==> config.mk <==
export PLATFORM = sky130hd
export DESIGN_NAME = sgcs_front
export DESIGN_NICKNAME = d
export VERILOG_FILES = /design/src/sv/sgcs_pkg.sv /design/src/sv/sgcs_front.sv
export SDC_FILE = /design/constraint.sdc
export NUM_CORES = 2
export LEC_CHECK = 0
export BUFFER_PORTS_ARGS = -buffer_cell sky130_fd_sc_hd__buf_4
export CAP_MARGIN = 20
export CORE_ASPECT_RATIO = 1.4
export CORE_MARGIN = 1
export CORE_UTILIZATION = 50
export DETAILED_ROUTE_END_ITERATION = 16
export GPL_ROUTABILITY_DRIVEN = 0
export HOLD_SLACK_MARGIN = 0.08
export PLACE_DENSITY = 0.71
export RECOVER_POWER = 25
export SYNTH_ARGS = -nofsm -noshare
export SYNTH_HDL_FRONTEND = slang
export SYNTH_SLANG_ARGS = --single-unit
==> constraint.sdc <==
create_clock -name clock -period 13.2 [get_ports clock]
set_input_delay 3.3 -clock clock [delete_from_list [all_inputs] [get_ports clock]]
set_output_delay 3.3 -clock clock [all_outputs]
set_load 0.02 [all_outputs]
==> src/sv/sgcs_pkg.sv <==
// sgcs_pkg: shared types and codes for the spatial grid counting sort block
// no dependencies

package sgcs_pkg;

   typedef enum logic [1:0] {
      CMD_ADD      = 2'd0,
      CMD_BUILD    = 2'd1,
      CMD_RD_START = 2'd2,
      CMD_RD_SLOT  = 2'd3
   } cmd_type;

   typedef enum logic [1:0] {
      ST_OK    = 2'd0,
      ST_RANGE = 2'd1,
      ST_FULL  = 2'd2,
      ST_BAD   = 2'd3
   } status_type;

   typedef enum logic [1:0] {
      CSR_GRID_COLS  = 2'd0,
      CSR_CELL_COUNT = 2'd1,
      CSR_COL_SCALE  = 2'd2,
      CSR_ROW_SCALE  = 2'd3
   } csr_type;

   localparam int DATA_W = 11;

   // classified command as it leaves the front end
   typedef struct packed {
      cmd_type           cmd;
      logic [DATA_W-1:0] addr;
      logic              oor;
   } op_type;

endpackage

==> src/sv/sgcs_front.sv <==
// sgcs_front: accepts items and computes the linear grid cell of add commands
// depends on sgcs_pkg

module sgcs_front #(
   parameter int CW = 11
) (
   input  logic                   clock,
   input  logic                   reset,
   input  logic                   req_valid,
   output logic                   req_ready,
   input  logic [1:0]             req_cmd,
   input  logic [15:0]            req_x_pos,
   input  logic [15:0]            req_y_pos,
   input  logic [10:0]            req_addr,
   input  logic [10:0]            grid_cols,
   input  logic [15:0]            col_scale,
   input  logic [15:0]            row_scale,
   input  logic [CW-1:0]          cell_lim,
   output logic                   q_valid,
   input  logic                   q_ready,
   output sgcs_pkg::op_type       q_op,
   output logic [CW-1:0]          q_cell
);

   logic             a_valid_ff, a_valid_in;
   sgcs_pkg::cmd_type a_cmd_ff;
   logic [10:0]      a_addr_ff;
   logic [15:0]      a_cx_ff, a_cy_ff;
   logic             b_valid_ff, b_valid_in;
   sgcs_pkg::op_type b_op_ff;
   logic [CW-1:0]    b_cell_ff;
   logic             a_adv, b_adv;
   logic [31:0]      x_prod, y_prod;
   logic [27:0]      cell_full;

   assign b_adv     = !b_valid_ff || q_ready;
   assign a_adv     = !a_valid_ff || b_adv;
   assign req_ready = a_adv;
   assign x_prod    = req_x_pos * col_scale;
   assign y_prod    = req_y_pos * row_scale;
   assign cell_full = 28'(a_cy_ff) * 28'(grid_cols) + 28'(a_cx_ff);

   assign a_valid_in = a_adv ? req_valid : a_valid_ff;
   assign b_valid_in = b_adv ? a_valid_ff : b_valid_ff;

   always_ff @(posedge clock) begin
      if (reset) begin
         a_valid_ff <= 1'b0;
         b_valid_ff <= 1'b0;
      end else begin
         a_valid_ff <= a_valid_in;
         b_valid_ff <= b_valid_in;
      end
   end

   always_ff @(posedge clock) begin
      if (a_adv) begin
         a_cmd_ff  <= sgcs_pkg::cmd_type'(req_cmd);
         a_addr_ff <= req_addr;
         a_cx_ff   <= x_prod[31:16];
         a_cy_ff   <= y_prod[31:16];
      end
      if (b_adv) begin
         b_op_ff.cmd  <= a_cmd_ff;
         b_op_ff.addr <= a_addr_ff;
         b_op_ff.oor  <= cell_full >= 28'(cell_lim);
         b_cell_ff    <= CW'(cell_full);
      end
   end

   assign q_valid = b_valid_ff;
   assign q_op    = b_op_ff;
   assign q_cell  = b_cell_ff;

endmodule

==> impl_metrics.ini <==
[status]
status = finished, final reports clean

[finish]
drive_above_1_share = 0.05699
antenna_cells = 0
fillers = 4310
stdcell_area_mm2 = 0.02625
nets = 3627
syn_to_final_growth_pct = 7.101

[detailed_routing]
drcViolationCount = 0
routed_via_density = 5.381
drt_iter0_markers = 963
wl_per_cell_um = 17.06
top_layer = met4
ant_nets = 0
wl_met2_um = 30970
dr_total_vias = 18030
wirelength_um = 57150
wl_met3_um = 2688
drt_first_pass_iters = 5
wl_met1_um = 21200

[cts]
clkSinkCount = 72
postCtsSetupRepairBufs = 0
cts_max_path_buffers = 2
clk_pin_slew_worst_paths_ns = 0.07
post_cts_resized = 0
cts_inserted_buffers = 9
cts-hold-fix-buffers = 0
htreeDepth = 3
clock_tree.root_cell = clkbuf_16
cts_tree = done
clk_latency_ns = 0.34

[yosys]
synth_area_mm2 = 0.02451
ys_seq_area_frac = 0.08740
synth_fp_nets = 3587
postSynthAreaPerCell_um2 = 9.162
synth.ff_latch_count = 72
syn-instance-count = 2675
synth_area_leader_cell = fa_1
yosysUniqueCellTypes = 62
synthFlopType = edfxtp_1
yosysTopAreaCellShare = 0.4313
synth_most_common_cell = inv_1
synthArstFlopShare = 0
ys_top_cells_by_area = fa_1 (43%), ha_1 (14%), inv_1 (9.8%), edfxtp_1 (8.6%), nand2_1 (7.1%)
yosys_warnings = 0
ys_top_cells_by_count = inv_1 (639), fa_1 (528), nand2_1 (463), ha_1 (281), and2_1 (253)
synth_edf_count = 70

[critical_path]
path_class = in -> reg
cp_max_fo = 16
timing.rr.start = a_cy_ff[5]
cp_cell_sequence = clkbuf_1 > nand2_1 > fa_1 > inv_1 > fa_1 > fa_1 > inv_1 > fa_1 > inv_1 > ha_1 > or2_2 > and2_1 > a21o_1 > a21oi_1 > xnor2_1 > ha_1 > o21ai_0 > o22ai_1 > or4_1 > nor4_1 > nand4_1 > nor4_1 > nand3_1
ff2ff_path_depth = 21
cpMostUsedCell = fa_1
crit_buf_inv = 4
required_ns = 13.28
cp-end-kind = register
timing.rr.end = q_op[0]
critical-path-max-stage-delay_ns = 0.54
startpoint = grid_cols[0]
r2r_slack_ns = 6.51
cpLargestDelayFamily = adder cells
crit_arrival_ns = 9.40
slowest_stage = fa_1
critPathLaunchType = input pin

[global_route]
grt_pass1_vias = 19970
grt.total_usage = 0.2401
grt_max_degree = 47
gr-total-overflow = 0
antenna_found_initial = 0
grt_pass1_wl_um = 96400

[sta]
hold_violations = 0
fin_crit_ns = 9.316
slew_headroom = 0.3540
fin_setup_tns_ns = 0
fmax_ghz = 0.1073
tightest_slew_ns = 0.9680
rsz0062_at_grt = false
skew_ns = 0.01342
setup_viol_count_final = 0
fin_crit_sh = 0.7057
finalMaxSlewViolations = 0

[placement]
io_buffer_count = 129
dpl.hpwl_um = 47220
placed_area_mm2 = 0.02589

[worst_hold_path]
hold_class = reg -> reg
hold_path_end = q_op[3]
hold_depth = 0
holdCritStartpoint = a_addr_ff[2]

[floorplanning]
start_util = 0.5091
ios = 130
core_mm2 = 0.04814
num_rows = 95
dieArea_mm2 = 0.04992
fp.dieW_um = 189.1
die_h_um = 264.0

[run]
drv_cap = 0
-- routing by layer --
metal	global-route usage	up-vias
met4	0.09133	0
met2	0.4495	586
met5	0	-
met3	0.01940	161
li1	-	8073
met1	0.2826	9207
-- cell families after synthesis --
kind of cell | synth area share
flops | 0.08740
compound gates | 0.04508
fa+ha+maj | 0.5747
simple gates | 0.1619
mux | 0.002093
xor+xnor | 0.01537
buf+inv | 0.1134
-- per-stage QoR --
stage,std cells,hold slack (ns),utilization,worst slack [ns]
after floorplan,2675,0.4003,-,4.080
after global placement,3333,0.4002,0.5377,3.698
after detailed placement,3333,0.4045,0.5377,3.639
after CTS,3349,0.4149,0.5450,4.003
after global routing,3350,0.4261,0.5453,3.557
final,3350,0.4137,0.5453,3.884
-- cell usage in the layout (no fill, tap or decap), types with 10 or more instances in the layout --
cell type,n
nor2_1,44
edfxtp_1,70
clkbuf_4,14
inv_1,639
nand2_1,463
xnor2_1,26
nor3_1,10
and2_1,253
nand3_1,22
nand4_1,12
xor2_1,17
a21oi_1,47
fa_1,528
o21ai_0,23
buf_4,114
ha_1,281
a21o_1,25
-- cell type report --
cell class / instances / area, um2 / share of cell area
multi-input cells: 1863 / 19590 / 0.7462
inverters: 639 / 2399 / 0.09138
flip-flops and latches: 72 / 2142 / 0.08161
repair buffers: 130 / 984.7 / 0.03751
well taps: 630 / 788.3 / 0.03003
clock buffers: 9 / 225.2 / 0.008580
clock inverters: 7 / 123.9 / 0.004719
-- registers in the layout, indices dropped and copies added (netlist names) --
signal and cells:
a_addr_ff 11, a_cmd_ff 2, a_cx_ff 16, a_cy_ff 16, a_valid_ff 1, q_cell 11, q_op 14, q_valid 1
-- worst register-to-register path, delay by kind of cell (launching register included) --
kind	cells	cell delay [ns]
flops	1	0.62
buf+inv	1	0.05
simple gates	7	1.59
xor+xnor	1	0.18
compound gates	5	0.94
fa+ha+maj	7	3.06
-- worst max-delay path by stage --
stage | to | slack [ns] | depth (start not counted)
floorplan | a_cy_ff[12] | 4.08 | 23
global placement | a_cy_ff[12] | 3.70 | 23
detailed placement | a_cy_ff[12] | 3.64 | 23
CTS | a_cy_ff[12] | 4.00 | 23
global route | q_op[0] | 3.56 | 24
finish | q_op[0] | 3.88 | 23
Power is left out: the tool's default activity adds up to more than one toggle a clock period on the data nets, which glitch-free logic cannot reach.
