File: src/sv/sgcs_queue.sv
// sgcs_queue: short first-in first-out queue between front and back
// no dependencies

module sgcs_queue #(
   parameter int W     = 8,
   parameter int DEPTH = 4
) (
   input  logic         clock,
   input  logic         reset,
   input  logic         in_valid,
   output logic         in_ready,
   input  logic [W-1:0] in_data,
   output logic         out_valid,
   input  logic         out_ready,
   output logic [W-1:0] out_data
);

   localparam int PW = $clog2(DEPTH);

   logic [W-1:0]  slot_ff [DEPTH];
   logic [PW-1:0] wr_ptr_ff, rd_ptr_ff;
   logic [PW:0]   count_ff;
   logic          push, pop;

   assign in_ready  = count_ff != (PW+1)'(DEPTH);
   assign out_valid = count_ff != '0;
   assign push      = in_valid && in_ready;
   assign pop       = out_valid && out_ready;
   assign out_data  = slot_ff[rd_ptr_ff];

   always_ff @(posedge clock) begin
      if (reset) begin
         wr_ptr_ff <= '0;
         rd_ptr_ff <= '0;
         count_ff  <= '0;
      end else begin
         if (push) wr_ptr_ff <= (wr_ptr_ff == PW'(DEPTH-1)) ? '0 : wr_ptr_ff + PW'(1);
         if (pop)  rd_ptr_ff <= (rd_ptr_ff == PW'(DEPTH-1)) ? '0 : rd_ptr_ff + PW'(1);
         count_ff <= count_ff + (PW+1)'(push) - (PW+1)'(pop);
      end
   end

   always_ff @(posedge clock) begin
      if (push) slot_ff[wr_ptr_ff] <= in_data;
   end

endmodule

File: config.mk
export PLATFORM = sky130hd
export DESIGN_NAME = sgcs_queue
export DESIGN_NICKNAME = d
export VERILOG_FILES = /design/src/sv/sgcs_queue.sv
export SDC_FILE = /design/constraint.sdc
export NUM_CORES = 1
export LEC_CHECK = 0
export ABC_CLOCK_PERIOD_IN_PS = 4700
export BUFFER_PORTS_ARGS = -buffer_cell sky130_fd_sc_hd__buf_2
export CAP_MARGIN = 20
export CORE_ASPECT_RATIO = 1.4
export CORE_MARGIN = 2
export CORE_UTILIZATION = 59
export DETAILED_ROUTE_END_ITERATION = 6
export GPL_TIMING_DRIVEN = 0
export PLACE_DENSITY_LB_ADDON = 0.3
export SYNTH_ARGS = -nofsm -noshare
export SYNTH_HDL_FRONTEND = slang
export SYNTH_SLANG_ARGS = --single-unit
File: constraint.sdc
create_clock -name clock -period 4.7 [get_ports clock]
set_clock_uncertainty 0.15 [all_clocks]
set_input_delay 0.47 -clock clock [delete_from_list [all_inputs] [get_ports clock]]
set_output_delay 0.47 -clock clock [all_outputs]
set_load 0.005 [all_outputs]
==> metrics.log, run 1 <==
INFO  metric status = complete, no violations
INFO  metric worst_slew_pin_slew = 0.551 ns
INFO  metric grt_antenna_before_repair = 0
INFO  metric holdBufCountCts = 0
INFO  metric timing.critical_path.from_type = flop
INFO  metric setup_ws = 2.14 ns
INFO  metric clkSlewWorstSetupHoldPaths = between 0.1 and 0.15 ns
INFO  metric layout_commonest_cell = sky130_fd_sc_hd__edfxtp_1
INFO  metric worst_r2r_path_cells = 10
INFO  metric setup_violations = 0
INFO  metric switching_power = between 200 and 250 uW
INFO  metric tritoncts_num_sinks = 41
INFO  metric dr.first_iter.drc_count = 28
INFO  metric cts_bufs_inserted = 5
INFO  metric vias_per_cell = 5.42
INFO  metric relSlewSlack = 0.629
INFO  metric timing.setup.critical_path_class = reg -> reg
INFO  metric power.static_leakage = 0.714 nW
INFO  metric wirelength_met1 = between 800 and 900 microns
INFO  metric met3RoutedLength = approximately 130 microns
INFO  metric cts-htree-levels = 2
INFO  metric dr.pass1.iters = 4
INFO  metric slew_violations = 0
INFO  metric timing.critical_path.to_type = flop
INFO  metric first_global_vias = ~900
INFO  metric power_share_of_the_sequential_group = 0.494
INFO  metric gp_congestion = 0.722
INFO  metric yosysUniqueCellTypes = 26
INFO  metric timing.critical_path.arrival = ~2.7 ns
INFO  metric final-instance-count-excl-fill = around 160
INFO  metric synth_fp_nets = 111
INFO  metric fp-row-count = 22
INFO  metric worst_path_max_fanout = 5
INFO  metric yosysSeqAreaShare = 0.699
INFO  metric grt_first_pass_wirelength = 4.03 mm
INFO  metric vias = between 800 and 900
INFO  metric grt_start_max_net_pins = 14
INFO  metric synth_warnings = 0
INFO  metric port_buffers = 20
INFO  metric worst_r2r_startpoint = count_ff[1]
INFO  metric postCtsResizedCells = 0
INFO  metric timing.max_cap.violations = 0
INFO  metric crit_required = between 4 and 5 ns
INFO  metric placed_cells_incl_taps = 147
INFO  metric ys_dominant_reg_cell = sky130_fd_sc_hd__edfxtp_1
INFO  metric worst_skew_pair_latency = 0.34 ns
INFO  metric setup_total_negative_slack = 0 ns
INFO  metric die_y = 66.2 microns
INFO  metric starting_utilization_of_the_core_area = 0.618
INFO  metric synth_async_sr_flop_share = 0
INFO  metric layout_common_cells = 32 x sky130_fd_sc_hd__edfxtp_1, 21 x sky130_fd_sc_hd__buf_2, 9 x sky130_fd_sc_hd__dfxtp_1
INFO  metric synth_seq_cells = 41
INFO  metric gr_usage_total = 0.180
INFO  metric area_growth_syn_to_layout = 14.9%
INFO  metric power.share.combinational = 0.245
INFO  metric postSynthCellCount = 91
INFO  metric grt_overflow = 0
INFO  metric worstHoldPathCells = 1
INFO  metric mappedNetlistArea = 1630 sq um
INFO  metric vdd_drop_max = 0.366 mV
INFO  metric synth_area_per_cell = 17.9 sq um
INFO  metric ios = 22
INFO  metric finalHoldViolations = 0
INFO  metric worstHoldStart = in_data[4]
INFO  metric postCtsSetupRepairBufs = 0
INFO  metric dp_worst_setup_slack = 2.12 ns
INFO  metric cts_tree = done
INFO  metric routed_wirelength = between 2 and 2.5 mm
INFO  metric route.antenna.remaining_nets = 0
INFO  metric cts-root-buf = sky130_fd_sc_hd__clkbuf_4
INFO  metric max-clock-path-buffers = 2
INFO  metric post_route_cells_drive_above_1_share = 0.370
INFO  metric die-area = between 3000 and 4000 sq um
INFO  metric power-per-cell-area = 509 nW/um^2
INFO  metric post-route-drc-count = 0
INFO  metric drt-wirelength-per-cell = 15.4 microns
INFO  metric power_switching_share = 0.252
INFO  metric worst_min_delay_path_category = in -> reg
INFO  metric n_antenna_cell = 0
INFO  metric finalWorstPathRequiredPeriod = 2.56 ns
INFO  metric power_report.internal_total = 714 uW
INFO  metric worst_r2r_endpoint = count_ff[2]
INFO  metric unrepaired_setup_endpoints_after_global_routing = false
INFO  metric core_area = 2640 sq um
INFO  metric clockPowerShare = 0.261
INFO  metric synth_enable_flop_cells = 32
INFO  metric crit_start = count_ff[1]
INFO  metric met2RoutedLength = 1.35 mm
INFO  metric timing.fmax = 391 MHz
INFO  metric die_width = 48.5 microns
INFO  metric final_clock_period_utilization_by_the_worst_path = 0.545
INFO  metric finish.utilization = 0.710
INFO  metric routed.top_layer = met4
INFO  metric final_net_count = 138
INFO  metric r2r_slack = ~2.1 ns
INFO  metric critical_path_end = count_ff[2]
-- critical path: stages (launching register included) --
cell and delay [ns]:
sky130_fd_sc_hd__dfxtp_1 0.38, sky130_fd_sc_hd__o31ai_1 0.52, sky130_fd_sc_hd__inv_1 0.09, sky130_fd_sc_hd__ha_1 0.28, sky130_fd_sc_hd__inv_1 0.05, sky130_fd_sc_hd__ha_1 0.13
sky130_fd_sc_hd__inv_1 0.05, sky130_fd_sc_hd__fa_1 0.37, sky130_fd_sc_hd__xor2_1 0.16, sky130_fd_sc_hd__and2_2 0.19, sky130_fd_sc_hd__nor3_1 0.12
-- worst min-delay path by stage --
stage	to	slack, ns
2_1_floorplan	flop	0.31
3_3_place_gp	rd_ptr_ff[0]	0.33
3_5_place_dp	flop	0.34
4_1_cts	slot_ff[3][4]	0.17
5_1_grt	slot_ff[3][4]	0.18
6_report	slot_ff[3][4]	0.18
-- state kept, by name, summed over array words and instances, names as in the netlist, named ones only --
| signal | cells |
|---|---|
| rd_ptr_ff | 2 |
| wr_ptr_ff | 2 |
| count_ff | 3 |
| slot_ff | 32 |
-- logic make-up after synthesis --
group,Yosys count,share of synthesized area
muxes,9,0.116
and+or+nand+nor,17,0.0628
AOI/OAI and AO/OA,6,0.0245
DFF,41,0.699
adders and majority gates,8,0.0659
xor gates and xnor gates,1,0.00536
buffers and inverters,9,0.0260
-- layout make-up --
class                      count  area [sq um]
fill                         199           767
timing repair buffer          20           100
multi-input combinational     41           449
buffer                         4          23.8
tap                           36          45.0
inverter                       5          18.8
sequential                    41          1140
clock buffer                   6          62.6
clock inverter                 2          35.0
-- cell usage after synthesis (2+ instances only) --
master,n,area [sq um]
sky130_fd_sc_hd__a211o_1,2,17.5
sky130_fd_sc_hd__and3_2,4,30.0
sky130_fd_sc_hd__dfxtp_1,9,180
sky130_fd_sc_hd__edfxtp_1,32,961
sky130_fd_sc_hd__ha_1,7,87.6
sky130_fd_sc_hd__inv_1,5,18.8
sky130_fd_sc_hd__mux4_2,8,180
sky130_fd_sc_hd__nand2_1,2,7.51
sky130_fd_sc_hd__nor2_1,3,11.3
sky130_fd_sc_hd__o21ai_0,2,10.0
sky130_fd_sc_hd__or3_1,2,12.5
-- power by group through the flow --
stage | logic (mW) | clock network, mW | registers (mW)
after detailed placement | 0.239 | 0 | 0.480
after CTS | 0.239 | 0.254 | 0.472
after floorplan | 0.166 | 0 | 0.472
after global routing | 0.266 | 0.264 | 0.477
final | 0.234 | 0.249 | 0.471
after global placement | 0.228 | 0 | 0.476
-- stage by stage --
stage | hold WS, ns | instance area [sq um] | power (mW)
5_1_grt | 0.176 | 1880 | 1.01
4_1_cts | 0.168 | 1880 | 0.965
6_report | 0.181 | 1880 | 0.954
2_1_floorplan | 0.313 | 1630 | 0.638
3_5_place_dp | 0.345 | 1780 | 0.719
3_3_place_gp | 0.327 | 1780 | 0.703
-- metal layers --
layer | GRT usage | vias up
met5 | 0 | -
met2 | 0.344 | 26
met1 | 0.157 | 405
met3 | 0.0566 | 6
met4 | 0.125 | 0
li1 | - | 403
No activity file was read; power rests on OpenSTA's default activity.
==> inputs of run 2 (changes only) <==
- ABC_CLOCK_PERIOD_IN_PS: 4700 -> 2210
- CORE_UTILIZATION: 59 -> 50
- clock period: 4.7 -> 2.21 ns (I/O delays scaled with it)
==> run 2 against run 1 <==
The flow now finishes with violations (setup timing). Sequential share of layout area down 3.9 points. Sequential power up 120%. Final cell count up 6.5%. Largest cell class unchanged.
==> metrics.log, run 2 (synthesis results as in run 1) <==
INFO  metric finalHoldViolations = 0 (unchanged)
INFO  metric max-clock-path-buffers = 2 (unchanged)
INFO  metric cts_tree = done (unchanged)
INFO  metric timing.fmax = 431 MHz (was 391 MHz)
INFO  metric final_net_count = 145 (was 138)
INFO  metric violations = setup timing
INFO  metric timing.setup.critical_path_class = reg -> reg (unchanged)
INFO  metric worst_min_delay_path_category = in -> reg (unchanged)
INFO  metric hold_slack = 0.0156 ns (was 0.181 ns)
INFO  metric cts-root-buf = sky130_fd_sc_hd__clkbuf_8 (was sky130_fd_sc_hd__clkbuf_4)
INFO  metric worst_path_max_fanout = 4 (was 5)
INFO  metric vdd_drop_max = 0.636 mV (was 0.366 mV)
INFO  metric die_y = 71.6 microns (was 66.2 microns)
INFO  metric drt-wirelength-per-cell = 16.4 microns (was 15.4 microns)
INFO  metric final-instance-count-excl-fill = 165 (was 155)
INFO  metric fp-row-count = 24 (was 22)
INFO  metric setup_ws = -0.108 ns (was 2.14 ns)
INFO  metric layout_commonest_cell = sky130_fd_sc_hd__edfxtp_1 (unchanged)
INFO  metric port_buffers = 20 (unchanged)
INFO  metric ios = 22 (unchanged)
INFO  metric gp_congestion = 0.648 (was 0.722)
INFO  metric core_area = 3120 sq um (was 2640 sq um)
INFO  metric worst_slew_pin_slew = 0.485 ns (was 0.551 ns)
INFO  metric vias = 871 (was 840)
INFO  metric cts_bufs_inserted = 5 (unchanged)
INFO  metric setup_violations = 1 (was 0)
INFO  metric dr.pass1.iters = 4 (unchanged)
INFO  metric finish.utilization = 0.646 (was 0.710)
INFO  metric post_route_cells_drive_above_1_share = 0.468 (was 0.370)
INFO  metric worstHoldStart = in_data[1] (was in_data[4])
INFO  metric dp_worst_setup_slack = -0.289 ns (was 2.12 ns)
INFO  metric n_antenna_cell = 0 (unchanged)
INFO  metric worst_skew_pair_latency = 0.28 ns (was 0.34 ns)
INFO  metric fillerInstances = 240 (was 199)
INFO  metric dr.first_iter.drc_count = 11 (was 28)
INFO  metric vias_per_cell = 5.28 (was 5.42)
INFO  metric timing.critical_path.from_type = flop (unchanged)
INFO  metric grt_start_max_net_pins = 13 (was 14)
INFO  metric area_growth_syn_to_layout = 23.6% (was 14.9%)
INFO  metric slew_violations = 0 (unchanged)
INFO  metric power.static_leakage = 0.750 nW (was 0.714 nW)
INFO  metric timing.max_cap.violations = 0 (unchanged)
INFO  metric worst_r2r_startpoint = count_ff[1] (unchanged)
INFO  metric die-area = 3750 sq um (was 3210 sq um)
INFO  metric first_global_vias = 924 (was 910)
INFO  metric routed_wirelength = 2.71 mm (was 2.39 mm)
INFO  metric relSlewSlack = 0.677 (was 0.629)
INFO  metric post-route-drc-count = 0 (unchanged)
INFO  metric largest_registers = slot_ff (32), count_ff (3) (unchanged)
INFO  metric power-per-cell-area = 1060 nW/um^2 (was 509 nW/um^2)
INFO  metric placed_cells_incl_taps = 150 (was 147)
INFO  metric die_width = 52.3 microns (was 48.5 microns)
INFO  metric layout_common_cells = 32 x sky130_fd_sc_hd__edfxtp_1, 21 x sky130_fd_sc_hd__buf_2, 8 x sky130_fd_sc_hd__mux4_2 (was 32 x sky130_fd_sc_hd__edfxtp_1, 21 x sky130_fd_sc_hd__buf_2, 9 x sky130_fd_sc_hd__dfxtp_1)
INFO  metric finalWorstPathRequiredPeriod = 2.32 ns (was 2.56 ns)
INFO  metric gr_usage_total = 0.169 (was 0.180)
INFO  metric timing.critical_path.to_type = flop (unchanged)
INFO  metric route.antenna.remaining_nets = 0 (unchanged)
INFO  metric timing.critical_path.arrival = 2.33 ns (was 2.68 ns)
INFO  metric unrepaired_setup_endpoints_after_global_routing = true (was false)
INFO  metric grt_first_pass_wirelength = 4.31 mm (was 4.03 mm)
INFO  metric cts-htree-levels = 2 (unchanged)
INFO  metric largest_register_ffs = 32 (unchanged)
INFO  metric tritoncts_num_sinks = 41 (unchanged)
INFO  metric grt_antenna_before_repair = 0 (unchanged)
INFO  metric crit_start = count_ff[1] (unchanged)
INFO  metric starting_utilization_of_the_core_area = 0.523 (was 0.618)
INFO  metric status = finished with violations (was complete, no violations)
INFO  metric place.detailed.hpwl = 1.82 mm
INFO  metric crit_required = 2.22 ns (was 4.82 ns)
INFO  metric grt_overflow = 0 (unchanged)
INFO  metric final_clock_period_utilization_by_the_worst_path = 1.05 (was 0.545)
INFO  metric clkSlewWorstSetupHoldPaths = 0.07 ns (was 0.11 ns)
INFO  metric regMostFlops = slot_ff (unchanged)
==> run 2: metrics by stage <==
step | area [sq um] | TNS, ns | power, mW
floorplan | 1640 | -0.0954 | 1.36
global placement | 1790 | -0.205 | 1.51
detailed placement | 1790 | -0.395 | 1.55
CTS | 1990 | -0.140 | 2.11
global route | 2020 | -0.201 | 2.26
finish | 2020 | -0.108 | 2.13
==> run 2: final timing paths <==
check | to | slack (ns) | cells after the start
hold / removal | slot_ff[2][1] | 0.02 | 1
setup / recovery | count_ff[2] | -0.11 | 10
hold reg to reg | flop | 0.36 | 2
setup reg to reg | count_ff[2] | -0.11 | 10
==> run 2: worst max-delay path, cell delays in order (launching register included) <==
cell                      delay (ns)
sky130_fd_sc_hd__dfxtp_4        0.37
sky130_fd_sc_hd__or3b_4         0.42
sky130_fd_sc_hd__nand2_4        0.09
sky130_fd_sc_hd__ha_4           0.19
sky130_fd_sc_hd__inv_2          0.06
sky130_fd_sc_hd__ha_4           0.12
sky130_fd_sc_hd__inv_2          0.04
sky130_fd_sc_hd__fa_2           0.39
sky130_fd_sc_hd__xor2_2         0.18
sky130_fd_sc_hd__and2_4         0.16
sky130_fd_sc_hd__nor3_2         0.03
==> run 2: metal layers <==
layer | global-route usage | vias to the layer above | wire length (microns)
met3 | 0.0625 | 2 | 121
met1 | 0.172 | 433 | 993
met4 | 0.0712 | 0 | 29
met5 | 0 | - | 0
li1 | - | 413 | -
met2 | 0.300 | 23 | 1560
==> run 2: layout make-up <==
type | count | area [sq um] | area share
clock inverter | 1 | 5.00 | 0.00248
inverter | 5 | 18.8 | 0.00930
buffer | 3 | 12.5 | 0.00620
multi-input combinational | 41 | 514 | 0.255
timing repair buffer | 28 | 173 | 0.0856
clock buffer | 7 | 96.3 | 0.0477
tap | 39 | 48.8 | 0.0242
sequential | 41 | 1150 | 0.570
==> run 2: repair_timing <==
action                     CTS  global route
hold buffers                 5             0
setup endpoints to repair    2             2
pin swaps                    0             6
buffers inserted             3             0
resized for setup            7             8
hold endpoints to repair    19             0
==> run 2: report_power, final <==
group	total [mW]	leakage [nW]	switching [mW]	internal [mW]
combinational	0.601	0.327	0.278	0.323
clock	0.507	0.0542	0.226	0.282
sequential	1.02	0.369	0.0646	0.960
